<file path="src/rtl/core/warmup_moving_average_filter_top_defines.svh">
// ----------------------------------------------------------------------------
// warmup moving average filter: assertion macros
// shared concurrent assertion wrappers, empty when SYNTHESIS is defined
// ----------------------------------------------------------------------------
`ifndef WARMUP_MOVING_AVERAGE_FILTER_TOP_DEFINES_SVH
`define WARMUP_MOVING_AVERAGE_FILTER_TOP_DEFINES_SVH

`ifndef SYNTHESIS
// checked outside reset only
`define WMAF_ASSERT(label, clk, rst_n, prop) \
    label: assert property (@(posedge clk) disable iff (!rst_n) prop) \
        else $error("wmaf assertion failed");
// checked on every edge, reset included
`define WMAF_ASSERT_ALWAYS(label, clk, prop) \
    label: assert property (@(posedge clk) prop) \
        else $error("wmaf assertion failed");
`else
`define WMAF_ASSERT(label, clk, rst_n, prop)
`define WMAF_ASSERT_ALWAYS(label, clk, prop)
`endif

`endif

</file>
<file path="src/rtl/core/wmaf_pkg.sv">
`timescale 1ns / 1ps
// ----------------------------------------------------------------------------
// wmaf_pkg
// types and fixed constants of the moving average filter
// ----------------------------------------------------------------------------
package wmaf_pkg;

    localparam int SAMPLE_W = 16;

    typedef enum logic [1:0] {
        ST_IDLE,
        ST_READ,
        ST_DIV
    } t_state;

endpackage

</file>
<file path="src/rtl/core/wmaf_ram.sv">
`timescale 1ns / 1ps
// ----------------------------------------------------------------------------
// wmaf_ram
// generic single-port-write, single-port-read ram with registered read data
// ----------------------------------------------------------------------------
module wmaf_ram #(
    parameter int WIDTH = 16,
    parameter int DEPTH = 16,
    parameter int ADDR_W = (DEPTH > 1) ? $clog2(DEPTH) : 1
) (
    input  logic              i_clk,
    input  logic              i_we,
    input  logic [ADDR_W-1:0] i_waddr,
    input  logic [WIDTH-1:0]  i_wdata,
    input  logic              i_re,
    input  logic [ADDR_W-1:0] i_raddr,
    output logic [WIDTH-1:0]  o_rdata
);

    logic [WIDTH-1:0] r_mem [DEPTH];
    logic [WIDTH-1:0] r_rdata;

    always_ff @(posedge i_clk) begin
        if (i_we) begin
            r_mem[i_waddr] <= i_wdata;
        end
        if (i_re) begin
            r_rdata <= r_mem[i_raddr];
        end
    end

    assign o_rdata = r_rdata;

endmodule

</file>
<file path="src/rtl/core/wmaf_div.sv">
`timescale 1ns / 1ps
// ----------------------------------------------------------------------------
// wmaf_div
// restoring unsigned divider, one quotient bit per cycle
// ----------------------------------------------------------------------------
`include "warmup_moving_average_filter_top_defines.svh"

module wmaf_div #(
    parameter int DVD_W = 21,
    parameter int DVS_W = 5
) (
    input  logic             i_clk,
    input  logic             i_rst_n,
    input  logic             i_start,
    input  logic [DVD_W-1:0] i_dividend,
    input  logic [DVS_W-1:0] i_divisor,
    output logic             o_busy,
    output logic [DVD_W-1:0] o_quotient
);

    localparam int CNT_W = $clog2(DVD_W + 1);

    logic [CNT_W-1:0] r_cnt;
    logic [CNT_W-1:0] n_cnt;
    logic [DVS_W-1:0] r_rem;
    logic [DVS_W-1:0] n_rem;
    logic [DVD_W-1:0] r_quo;
    logic [DVD_W-1:0] n_quo;
    logic [DVS_W-1:0] r_dvs;
    logic [DVS_W-1:0] n_dvs;

    logic [DVS_W:0]   w_trial;
    logic [DVS_W:0]   w_diff;
    logic             w_fit;

    // shift the next dividend bit into the partial remainder
    assign w_trial = {r_rem, r_quo[DVD_W-1]};
    assign w_diff  = w_trial - {1'b0, r_dvs};
    assign w_fit   = (w_trial >= {1'b0, r_dvs});

    always_comb begin
        n_cnt = r_cnt;
        n_rem = r_rem;
        n_quo = r_quo;
        n_dvs = r_dvs;
        if (i_start) begin
            n_cnt = CNT_W'(DVD_W);
            n_rem = '0;
            n_quo = i_dividend;
            n_dvs = i_divisor;
        end else if (r_cnt != '0) begin
            n_cnt = r_cnt - CNT_W'(1);
            n_rem = w_fit ? w_diff[DVS_W-1:0] : w_trial[DVS_W-1:0];
            n_quo = {r_quo[DVD_W-2:0], w_fit};
        end
    end

    always_ff @(posedge i_clk) begin
        if (!i_rst_n) begin
            r_cnt <= '0;
        end else begin
            r_cnt <= n_cnt;
        end
    end

    always_ff @(posedge i_clk) begin
        r_rem <= n_rem;
        r_quo <= n_quo;
        r_dvs <= n_dvs;
    end

    assign o_busy     = (r_cnt != '0);
    assign o_quotient = r_quo;

    `WMAF_ASSERT(a_start_when_free, i_clk, i_rst_n, i_start |-> r_cnt == '0)
    `WMAF_ASSERT(a_step_countdown, i_clk, i_rst_n, r_cnt != '0 |=> r_cnt == $past(r_cnt) - CNT_W'(1))

endmodule

</file>
<file path="src/rtl/core/warmup_moving_average_filter_top.sv">
`timescale 1ns / 1ps
// ----------------------------------------------------------------------------
// warmup_moving_average_filter_top
// moving average over the last DEPTH millivolt samples, warm-up aware
// ----------------------------------------------------------------------------
// One averaged sample comes out per sample taken in. The last DEPTH samples
// sit in a ring ram; a running total is kept and the mean is that total over
// the number of samples seen so far, capped at DEPTH, truncated. One item is
// worked on at a time: the ring slot is read, the total updated and written
// back, then a restoring divider produces one quotient bit per cycle across
// the 16 + clog2(DEPTH+1) bit total. No new sample is taken until the divider
// is done and its quotient has moved to the output register, which waits for
// a stalled earlier result to leave. The result sits in that register, so the
// next sample is taken while it waits. No clearing pass is needed after reset.
// ----------------------------------------------------------------------------
`include "warmup_moving_average_filter_top_defines.svh"

module warmup_moving_average_filter_top #(
    parameter int DEPTH = 16
) (
    input  logic        i_clk,
    input  logic        i_rst_n,
    input  logic        i_in_valid,
    output logic        o_in_stall,
    input  logic [15:0] i_sample_mv,
    output logic        o_out_valid,
    input  logic        i_out_stall,
    output logic [15:0] o_average_mv
);

    localparam int PW = (DEPTH > 1) ? $clog2(DEPTH) : 1;
    localparam int CW = $clog2(DEPTH + 1);
    localparam int SW = wmaf_pkg::SAMPLE_W + CW;

    wmaf_pkg::t_state r_state;
    wmaf_pkg::t_state n_state;

    logic [PW-1:0] r_wr_pos;
    logic [PW-1:0] n_wr_pos;
    logic [CW-1:0] r_count;
    logic [CW-1:0] n_count;
    logic [SW-1:0] r_total;
    logic [SW-1:0] n_total;
    logic          r_out_valid;
    logic          n_out_valid;
    logic [wmaf_pkg::SAMPLE_W-1:0] r_sample;
    logic [wmaf_pkg::SAMPLE_W-1:0] r_average;
    logic [wmaf_pkg::SAMPLE_W-1:0] n_average;

    logic                          w_in_accept;
    logic                          w_full;
    logic                          w_slot_free;
    logic                          w_div_start;
    logic                          w_div_busy;
    logic [SW-1:0]                 w_quotient;
    logic [wmaf_pkg::SAMPLE_W-1:0] w_old_sample;
    logic [SW-1:0]                 w_old_term;
    logic [SW-1:0]                 w_upd_total;
    logic [CW-1:0]                 w_upd_count;
    logic [PW-1:0]                 w_upd_pos;

    assign o_in_stall  = (r_state != wmaf_pkg::ST_IDLE);
    assign w_in_accept = i_in_valid && !o_in_stall;
    assign w_full      = (r_count == CW'(DEPTH));
    assign w_slot_free = !r_out_valid || !i_out_stall;
    assign w_div_start = (r_state == wmaf_pkg::ST_READ);

    // the oldest sample only leaves the total once the ring has filled
    assign w_old_term  = w_full ? SW'(w_old_sample) : '0;
    assign w_upd_total = r_total - w_old_term + SW'(r_sample);
    assign w_upd_count = w_full ? r_count : r_count + CW'(1);
    assign w_upd_pos   = (r_wr_pos == PW'(DEPTH - 1)) ? '0 : r_wr_pos + PW'(1);

    // read at acceptance, write back in the next cycle; the fsm admits no second
    // beat in between, so the same slot is never in flight twice
    wmaf_ram #(
        .WIDTH (wmaf_pkg::SAMPLE_W),
        .DEPTH (DEPTH),
        .ADDR_W(PW)
    ) u_ring (
        .i_clk  (i_clk),
        .i_we   (w_div_start),
        .i_waddr(r_wr_pos),
        .i_wdata(r_sample),
        .i_re   (w_in_accept),
        .i_raddr(r_wr_pos),
        .o_rdata(w_old_sample)
    );

    wmaf_div #(
        .DVD_W(SW),
        .DVS_W(CW)
    ) u_div (
        .i_clk     (i_clk),
        .i_rst_n   (i_rst_n),
        .i_start   (w_div_start),
        .i_dividend(w_upd_total),
        .i_divisor (w_upd_count),
        .o_busy    (w_div_busy),
        .o_quotient(w_quotient)
    );

    always_comb begin
        n_state     = r_state;
        n_wr_pos    = r_wr_pos;
        n_count     = r_count;
        n_total     = r_total;
        n_out_valid = r_out_valid && i_out_stall;
        n_average   = r_average;
        case (r_state)
            wmaf_pkg::ST_IDLE: begin
                if (w_in_accept) begin
                    n_state = wmaf_pkg::ST_READ;
                end
            end
            wmaf_pkg::ST_READ: begin
                n_wr_pos = w_upd_pos;
                n_count  = w_upd_count;
                n_total  = w_upd_total;
                n_state  = wmaf_pkg::ST_DIV;
            end
            wmaf_pkg::ST_DIV: begin
                if (!w_div_busy && w_slot_free) begin
                    n_out_valid = 1'b1;
                    n_average   = w_quotient[wmaf_pkg::SAMPLE_W-1:0];
                    n_state     = wmaf_pkg::ST_IDLE;
                end
            end
            default: begin
                n_state = wmaf_pkg::ST_IDLE;
            end
        endcase
    end

    always_ff @(posedge i_clk) begin
        if (!i_rst_n) begin
            r_state     <= wmaf_pkg::ST_IDLE;
            r_wr_pos    <= '0;
            r_count     <= '0;
            r_total     <= '0;
            r_out_valid <= 1'b0;
        end else begin
            r_state     <= n_state;
            r_wr_pos    <= n_wr_pos;
            r_count     <= n_count;
            r_total     <= n_total;
            r_out_valid <= n_out_valid;
        end
    end

    always_ff @(posedge i_clk) begin
        if (w_in_accept) begin
            r_sample <= i_sample_mv;
        end
        r_average <= n_average;
    end

    assign o_out_valid  = r_out_valid;
    assign o_average_mv = r_average;

    `WMAF_ASSERT(a_count_bound, i_clk, i_rst_n, r_count <= CW'(DEPTH))
    `WMAF_ASSERT(a_empty_total, i_clk, i_rst_n, r_count == '0 |-> r_total == '0)
    `WMAF_ASSERT(a_accept_read, i_clk, i_rst_n, w_in_accept |=> r_state == wmaf_pkg::ST_READ)
    `WMAF_ASSERT(a_result_from_div, i_clk, i_rst_n, $rose(o_out_valid) |-> $past(r_state) == wmaf_pkg::ST_DIV)
    `WMAF_ASSERT_ALWAYS(a_reset_clean, i_clk, !i_rst_n |=> !o_out_valid && r_count == '0)

endmodule

</file>
<file path="config.mk">
export PLATFORM = sky130hd
export DESIGN_NAME = warmup_moving_average_filter_top
export DESIGN_NICKNAME = d
export VERILOG_FILES = /design/src/rtl/core/wmaf_pkg.sv /design/src/rtl/core/wmaf_ram.sv /design/src/rtl/core/wmaf_div.sv /design/src/rtl/core/warmup_moving_average_filter_top.sv
export VERILOG_INCLUDE_DIRS = /design/src /design/src/rtl/core
export SDC_FILE = /design/constraint.sdc
export NUM_CORES = 1
export LEC_CHECK = 0
export BUFFER_PORTS_ARGS = -buffer_cell sky130_fd_sc_hd__buf_2
export CORE_MARGIN = 4
export CORE_UTILIZATION = 55
export DETAILED_ROUTE_END_ITERATION = 10
export PLACE_DENSITY = 0.69
export SKIP_LAST_GASP = 1
export SLEW_MARGIN = 20
export SYNTH_ARGS = -nofsm -noshare
export SYNTH_HDL_FRONTEND = slang
export SYNTH_SLANG_ARGS = --single-unit
</file>
<file path="constraint.sdc">
create_clock -name i_clk -period 8.6 [get_ports i_clk]
set_input_delay 1.72 -clock i_clk [delete_from_list [all_inputs] [get_ports i_clk]]
set_output_delay 1.72 -clock i_clk [all_outputs]
set_load 0.02 [all_outputs]
</file>
==> results, run 1 <==
- The floorplan step defined a core boundary enclosing around 0.028 sq mm.
- Wires add up to 30.53 mm.
- Setup total negative slack on the finished layout was measured at 0 ps.
- The uppermost signal routing layer after detailed routing is met4.
- The area share of the leading cell type in the synthesized netlist is 62.57%.
- The flip-flop cell with the highest count after synthesis is sky130_fd_sc_hd__edfxtp_1.
- The clock tree root buffer cell is sky130_fd_sc_hd__clkbuf_16.
- The flow ran to the end, and the final reports show no timing, DRC or antenna violations.
- Counting every net in the synthesized netlist gives 1057.
- The share of post-route cells with drive strength above 1 is between 20% and 30%.
- The post-synthesis register bit count is 373.
- The count of endpoints failing setup in the final report is 0.
- The synthesized netlist contains 60 unique library cells.
- For this run, the register share of the synthesized area comes to slightly below 70%.
- The critical register-to-register path startpoint is r_count[0].
- The post-cts hold buffer count is 0.
- The layout filler cell count is between 2000 and 2500.
- Counting cells, the worst reg-to-reg path comes to 14.
- TritonCTS built the clock tree.
- The total routing resource utilization after global routing is between 20% and 30%.
- The highest net fanout along the worst path is 20.
- Setup repair after global routing left no endpoint under its margin.
- The area added between synthesis and finish is 12.28%.
- The static leakage power is about 6 nW.
- Counting flops with a built-in enable in the synthesized netlist gives 330.
- Post-CTS repair changed the size of 0 cells.
- The weighted congestion at the end of routability-driven global placement is 0.8309.
- Across the routed clock network, the largest skew measured is a little under 20 ps.
- The biggest area contributor in the post-synthesis netlist is sky130_fd_sc_hd__edfxtp_1.
- The maximum clock frequency is approximately 0.21 GHz.
- The category of the worst setup path capture point is a flip-flop.
- The buffer levels on the longest clock path is 3.
- Yosys printed 0 warnings.
- In the routed layout, each cell is associated on average with a via count of between 5 and 6.
- The initial antenna violation count is 0.
- The number of buffers added for setup after CTS is 0.
- For the pin with the worst max-slew slack, the measured transition is 1014 ps.
- In this run the core area contains slightly above 60 standard-cell rows.
- The worst-skew pair later-pin latency is approximately 540 ps.
- The number of input and output port buffers inserted is 37.
- The path with the worst hold slack has its endpoint at o_average_mv[8].
- Across the run, the number of max-cap violations was 0.
- The clock-pin transition on the worst setup and hold timing paths is roughly 60 ps.
- The routed layout has 8331 vias.
- The via count of the first global-routing pass is 8239.
- The gate count of the mapped netlist is slightly below 1000.
- Counting every sink on the clock net gives 373.
- Buffers inserted during clock tree synthesis total 39.
- For this run, the post-layout net count is 1116.
- The antenna diode instance count is 0.
- The data arrival at the endpoint of the critical path is roughly 5000 ps.
- The launch instance of the worst min-delay path is u_div.o_quotient[8].
- The share of synthesized registers carrying an async set or reset is 0%.
- The mapped netlist covers approximately 0.016 sq mm.
- The per-instance average area after synthesis is between 15 and 20 sq um.
- After detailed routing, the met2 layer carries between 10 and 15 mm of wire.
- The worst relative slew slack is between 30% and 40%.
- Detailed placement ended at an HPWL of 18.19 mm.
- By area the synthesized netlist is led by sky130_fd_sc_hd__edfxtp_1 (63%), sky130_fd_sc_hd__mux4_2 (11%), sky130_fd_sc_hd__dfxtp_1 (5.4%).
- Entering global routing, the biggest net connects 70 pins.
- For this block, wires on met1 add up to between 10 and 15 mm.
- The final hold slack is approximately 450 ps.
- The area enclosed by the die boundary is between 0.03 and 0.04 sq mm.
- In the final routed layout, each cell accounts on average for approximately 21 microns.
- The die is approximately 180 microns tall.
- The internal reg-to-reg setup slack is about 3900 ps.
- The power per unit of standard cell area is approximately 260 mW/mm^2.
- STA classifies the critical path startpoint as a flip-flop.
- The path class of the tightest hold or removal check is flip-flop to flip-flop.
- For this run the aggregate overflow at the end of global routing stands at 0.
- Once the floorplan was initialized, standard cells occupied 56.38% of the core.
- IR analysis of the VDD net gives a maximum drop of roughly 0.14 mV.
- The detailed router's first-iteration violation count is approximately 730.
- Counting instances, the worst hold path has a depth of 0.
- For this run, design rule violations remaining after detail routing come to 0.
- The total count of max-transition violations in the final report was 0.
- The critical path is of the flip-flop to flip-flop type.
- The number of endpoints with negative hold slack in the final report is 0.
- The die is around 180 microns wide.
- The first-pass GRT wire length is 48.09 mm.
- For the finished layout, the period the worst path requires is 4655 ps.
- In this run the critical register-to-register path is captured at u_div.o_quotient[20].
- Detailed routing placed a total of approximately 1.9 mm of wire on met3.
- The residual antenna-violating net count after detailed routing is 0.
- The H-tree was split into 2 levels.
- The final period utilization is approximately 54%.
- For this run, the detailed router's first-pass iteration total came to 5.
- During I/O placement, the number of pins put on the boundary was 38.
- At the worst endpoint, the required time is roughly 8900 ps.
-- cells in the final DEF (no fill, tap or decap), drive strengths merged, types with 3 or more instances in the layout --
cell type	instances
buf	61
xor2	8
a21boi	19
nor3	11
nor2b	4
o21a	4
clkinv	14
a31oi	3
nor2	42
dfxtp	43
a211oi	4
a21o	4
nand4	6
or3	5
bufinv	3
clkbuf	51
xnor2	15
mux2i	4
nand2	91
and2	21
edfxtp	330
a21oi	30
o22ai	5
o21ai	28
inv	91
nand2b	10
or2	3
fa	17
nand3	10
mux4	80
ha	33
-- cell families after synthesis --
kind of cell | count (synthesis) | synth area share (%)
buf+inv | 131 | 3.334
fa+ha+maj | 50 | 4.756
compound gates | 115 | 4.701
flops | 373 | 68.01
mux | 85 | 11.70
simple gates | 210 | 6.226
xor+xnor | 23 | 1.272
-- area by class of cell --
type	instances	area [sq um]	area share, %
inverter	88	330.3	1.858
multi-input combinational	483	4601	25.87
sequential	373	10780	60.60
clock buffer	51	1031	5.798
timing repair buffer	61	365.4	2.055
clock inverter	21	205.2	1.154
tap	378	473.0	2.660
-- Yosys cell counts, types with 6 or more instances --
| library cell | n |
|---|---|
| sky130_fd_sc_hd__and2_1 | 21 |
| sky130_fd_sc_hd__ha_1 | 33 |
| sky130_fd_sc_hd__xnor2_1 | 15 |
| sky130_fd_sc_hd__edfxtp_1 | 330 |
| sky130_fd_sc_hd__nand2_1 | 90 |
| sky130_fd_sc_hd__clkbuf_1 | 31 |
| sky130_fd_sc_hd__nand4_1 | 6 |
| sky130_fd_sc_hd__a21oi_1 | 29 |
| sky130_fd_sc_hd__nor2_1 | 42 |
| sky130_fd_sc_hd__xor2_1 | 8 |
| sky130_fd_sc_hd__o21ai_0 | 28 |
| sky130_fd_sc_hd__nand2b_1 | 9 |
| sky130_fd_sc_hd__dfxtp_1 | 43 |
| sky130_fd_sc_hd__nand3_1 | 10 |
| sky130_fd_sc_hd__mux4_2 | 80 |
| sky130_fd_sc_hd__inv_1 | 88 |
| sky130_fd_sc_hd__nor3_1 | 10 |
| sky130_fd_sc_hd__fa_1 | 17 |
| sky130_fd_sc_hd__a21boi_0 | 19 |
-- routing by layer --
metal	track usage, %	up-vias
li1	-	3814
met1	29.60	4208
met2	32.23	261
met3	3.068	48
met4	4.834	0
met5	0	-
-- worst max path at each step --
stage	start	endpoint	slack [ps]	cells after the start
after floorplan	r_count[0]	u_div.o_quotient[20]	4780	15
after global placement	r_count[0]	u_div.o_quotient[20]	4030	14
after global routing	r_count[0]	u_div.o_quotient[20]	3550	14
after detailed placement	r_count[0]	u_div.o_quotient[20]	3880	14
final	r_count[0]	u_div.o_quotient[20]	3940	14
after CTS	r_count[0]	u_div.o_quotient[20]	3850	14
-- flip-flops by register name, indices dropped and copies added, names as in the netlist --
signal            count
r_sample             16
r_count               5
u_ring.o_rdata       16
u_div.r_dvs           5
r_total              21
o_out_valid           1
u_div.r_rem           5
u_ring.r_mem        256
r_wr_pos              4
r_state               2
o_average_mv         16
u_div.o_quotient     21
u_div.r_cnt           5
-- through the flow --
step	util, %	cells	power, mW	cell area, sq um	setup WS, ps
after global placement	58.90	1383	3.005	16540	4033
after global routing	63.31	1455	4.836	17780	3545
final	63.31	1455	4.595	17780	3945
after CTS	63.31	1455	4.646	17780	3849
after detailed placement	58.90	1383	3.025	16540	3883
after floorplan	-	987	2.842	15840	4779
-- critical path, stage by stage (launching register included) --
cell                       delay (ps)
sky130_fd_sc_hd__dfxtp_1          350
sky130_fd_sc_hd__inv_1             70
sky130_fd_sc_hd__ha_1             140
sky130_fd_sc_hd__nand2_1           60
sky130_fd_sc_hd__nor3_2           740
sky130_fd_sc_hd__and2_1           250
sky130_fd_sc_hd__fa_1             460
sky130_fd_sc_hd__fa_1             460
sky130_fd_sc_hd__nand2b_1         170
sky130_fd_sc_hd__nand2b_1         100
sky130_fd_sc_hd__a41oi_1          260
sky130_fd_sc_hd__o21ai_0          510
sky130_fd_sc_hd__mux2_2           410
sky130_fd_sc_hd__and4_4           180
sky130_fd_sc_hd__a221o_1          250
-- power breakdown --
group	internal, mW	leakage [nW]	switching (mW)
logic	0.308	2.16	0.426
clock network	0.945	0.601	0.668
registers	2.16	3.37	0.0936
(Power assumes the default switching activity.)
==> run 2: changes to the inputs <==
Settings changed: PLACE_DENSITY 0.69 to 0.72.
Clock period 8.6 ns to 3.95 ns, I/O delays scaled along.
==> results, run 2 (synthesis gave the netlist of run 1 again) <==
- The run finished with clean final reports.
- The worst path uses a little over nine tenths of the clock period.
- For this run the aggregate overflow at the end of global routing stands at 0.
- The worst setup slack after layout is 135.6 ps.
- For the pin with the worst max-slew slack, the measured transition is 1119 ps.
- The post-route total power is around 10 mW.
- The post-route DRC violation count is 0.
- The maximum ir drop on the vdd rail is roughly 0.52 mV.
- Global routing used about 20% of the available tracks.
- The instance count along the most critical hold path is 1.
- For the worst flop-to-flop path, the logic depth is 17.
- Headroom to the max-slew limit came out at between 20% and 30%.
- After filler insertion, the fill cell instance count of the layout stands at roughly 2000.
- The initial antenna violation count is 0.
- The share of post-route cells with drive strength above 1 is 24.60%.
- The TritonCTS clock tree is yes.
- The total number of placement rows is 61.
- The final route contains around 8500 vias.
- The register area is approximately 0.011 sq mm.
- The cell count after placement is around 1400.
- The class of the most critical setup path is flip-flop to flip-flop.
- The detail route stage leaves a number of antenna-violating nets equal to 0.
- The weighted congestion at the end of routability-driven global placement is 0.8667.
- The final setup skew is roughly 18 ps.
- The buffer levels on the longest clock path is 3.
- For the worst-skew pair, the clock arrives at the later sink with an insertion delay of approximately 520 ps.
- The largest register by flop count is u_ring.r_mem.
- The first-pass GRT wire length is between 40 and 50 mm.
- The worst endpoint required time is between 4000 and 5000 ps.
- The critical register-to-register path startpoint is r_count[0].
- The H-tree depth is 2.
- The total half-perimeter wirelength after legalization and detailed placement is around 20 mm.
- The post-route cell area is 0.01812 sq mm.
- The number of ports placed on the die boundary is 38.
- The clock tree root buffer cell is sky130_fd_sc_hd__clkbuf_16.
- The worst setup path is captured at a flip-flop.
- The tree built by TritonCTS fans out to between 300 and 400 sinks.
- The wire length the detailed router placed on met1 is between 10 and 15 mm.
- During placement, the flow inserted port buffers numbering 37.
- The highest metal layer carrying signal wires in the routed design is met4.
- The final period demand of the worst path is around 3800 ps.
- The end of the worst hold path is r_sample[15].
- Across all register-to-register paths, the minimum setup slack is around 140 ps.
- The die covers around 0.032 sq mm.
- The launch instance of the worst min-delay path is i_sample_mv[15].
- The floorplan core area is between 0.02 and 0.03 sq mm.
- In the final routed layout, each cell accounts on average for about 21 microns.
- The number of iterations in the first detailed-routing pass is 5.
- The number of buffers added for setup after CTS is 0.
- The setup TNS is 0 ps.
- The area added between synthesis and finish is 14.43%.
- The kind of launch point of the worst setup path is a flip-flop.
- After clock tree synthesis, the clock-pin slew on the worst setup and hold paths is about 60 ps.
- Leaving out filler cells and counting taps, the final layout contains 1500.
- The detailed router's first-iteration violation count is just over 800.
- Measured along the y axis, the die boundary spans 177.7 microns.
- The worst hold-check path type is input port to flip-flop.
- In this run, CTS created clock tree buffers numbering 37.
- The capture instance of the worst register-to-register path is u_div.o_quotient[20].
- Along the worst path, the maximum fanout reaches 15.
- The final wirelength is slightly above 30 mm.
- The count of maximum capacitance violations is 0.
- The number of flip-flops in the largest register is ~260.
- The static leakage power is ~6.4 nW.
- The detailed-route vias per instance is between 5 and 6.
- The number of endpoints with negative hold slack in the final report is 0.
- The total met2 wirelength after detailed routing is roughly 15 mm.
- The maximum clock frequency is 0.2622 GHz.
- The number of antenna diodes in the final layout is 0.
- The maximum number of pins on one net before global-route repair is 58.
- The width of the chip is roughly 180 microns.
- The multi-input logic area is between 0.004 and 0.005 sq mm.
- The net count of the finished layout is between 1000 and 1500.
- The pre-CTS setup slack is approximately 140 ps.
- Setup violations remaining at the end of the flow were counted as 0.
- Once the floorplan was initialized, standard cells occupied a little under three fifths of the core.
- Detailed routing placed a total of 2.085 mm of wire on met3.
- In the layout the commonest cells are sky130_fd_sc_hd__edfxtp_1 (330), sky130_fd_sc_hd__nand2_1 (90), sky130_fd_sc_hd__inv_1 (88).
- The total count of max-transition violations in the final report was 0.
- The power per unit of standard cell area is about 560 mW/mm^2.
- The via count of the first global-routing pass is 8625.
- The instance area at placement is ~0.017 sq mm.
- Setup repair after global routing could not meet its margin everywhere.
- The beginning of the critical path is r_count[0].
- The data arrival at the endpoint of the critical path is between 4000 and 5000 ps.
- Leaving out fill and tap cells, the most frequent cell in the layout is sky130_fd_sc_hd__edfxtp_1.
-- run 2: cell count changes in the layout (fill, tap and decap cells not counted), sizes merged --
| cell | previous run | this run |
|---|---|---|
| buf | 61 | 113 |
| clkbuf | 51 | 44 |
| inv | 91 | 88 |
| clkinv | 14 | 16 |
| clkinvlp | 1 | 2 |
-- run 2: critical path, cell delays in order, from the launching register on --
cell and delay, ps:
sky130_fd_sc_hd__dfxtp_1 320, sky130_fd_sc_hd__inv_1 40, sky130_fd_sc_hd__ha_1 180, sky130_fd_sc_hd__nand2_1 80
sky130_fd_sc_hd__nor3_2 40, sky130_fd_sc_hd__buf_4 190, sky130_fd_sc_hd__buf_4 160, sky130_fd_sc_hd__and2_1 160
sky130_fd_sc_hd__fa_1 480, sky130_fd_sc_hd__inv_1 40, sky130_fd_sc_hd__ha_1 330, sky130_fd_sc_hd__a21oi_4 140
sky130_fd_sc_hd__nor2_1 60, sky130_fd_sc_hd__or4_4 510, sky130_fd_sc_hd__nand2b_4 160, sky130_fd_sc_hd__mux2_2 270
sky130_fd_sc_hd__and4_4 170, sky130_fd_sc_hd__a221o_1 240
-- run 2: final cells by class --
| cell class | instances | share of cell area [%] |
|---|---|---|
| Clock buffer | 44 | 5.372 |
| Clock inverter | 21 | 1.056 |
| Inverter | 88 | 1.823 |
| Multi-Input combinational cell | 483 | 25.37 |
| Sequential cell | 373 | 59.46 |
| Tap cell | 378 | 2.610 |
| Timing Repair Buffer | 113 | 4.309 |
-- run 2: what timing repair did --
action / CTS / global route
resized for setup: 0 / 3
endpoints found under the setup margin: 0 / 6
hold buffers: 0 / 0
-- run 2: metrics by stage --
stage | hold slack [ps] | utilization (%)
6_report | 444.3 | 64.52
3_3_place_gp | 436.0 | 60.35
2_1_floorplan | 426.2 | -
4_1_cts | 432.4 | 64.50
3_5_place_dp | 440.4 | 60.35
5_1_grt | 432.0 | 64.52
-- run 2: worst max path at each step --
stage	end	slack [ps]	cells past startpoint
floorplan	u_div.o_quotient[20]	130	15
global placement	u_div.o_quotient[20]	180	17
CTS	u_div.o_quotient[20]	130	16
finish	u_div.o_quotient[20]	140	17
global route	u_div.o_quotient[20]	-30	16
detailed placement	u_div.o_quotient[20]	140	17
-- run 2: power breakdown --
part           switching [mW]  internal, mW
Sequential              0.187          4.69
Combinational           0.997         0.834
Clock                    1.39          1.96
Total                    2.58          7.48
-- run 2: metal layers --
layer | up-vias | track usage (%)
li1 | 3917 | -
met1 | 4283 | 29.29
met2 | 268 | 33.37
met3 | 48 | 4.261
met4 | 0 | 4.125
met5 | - | 0
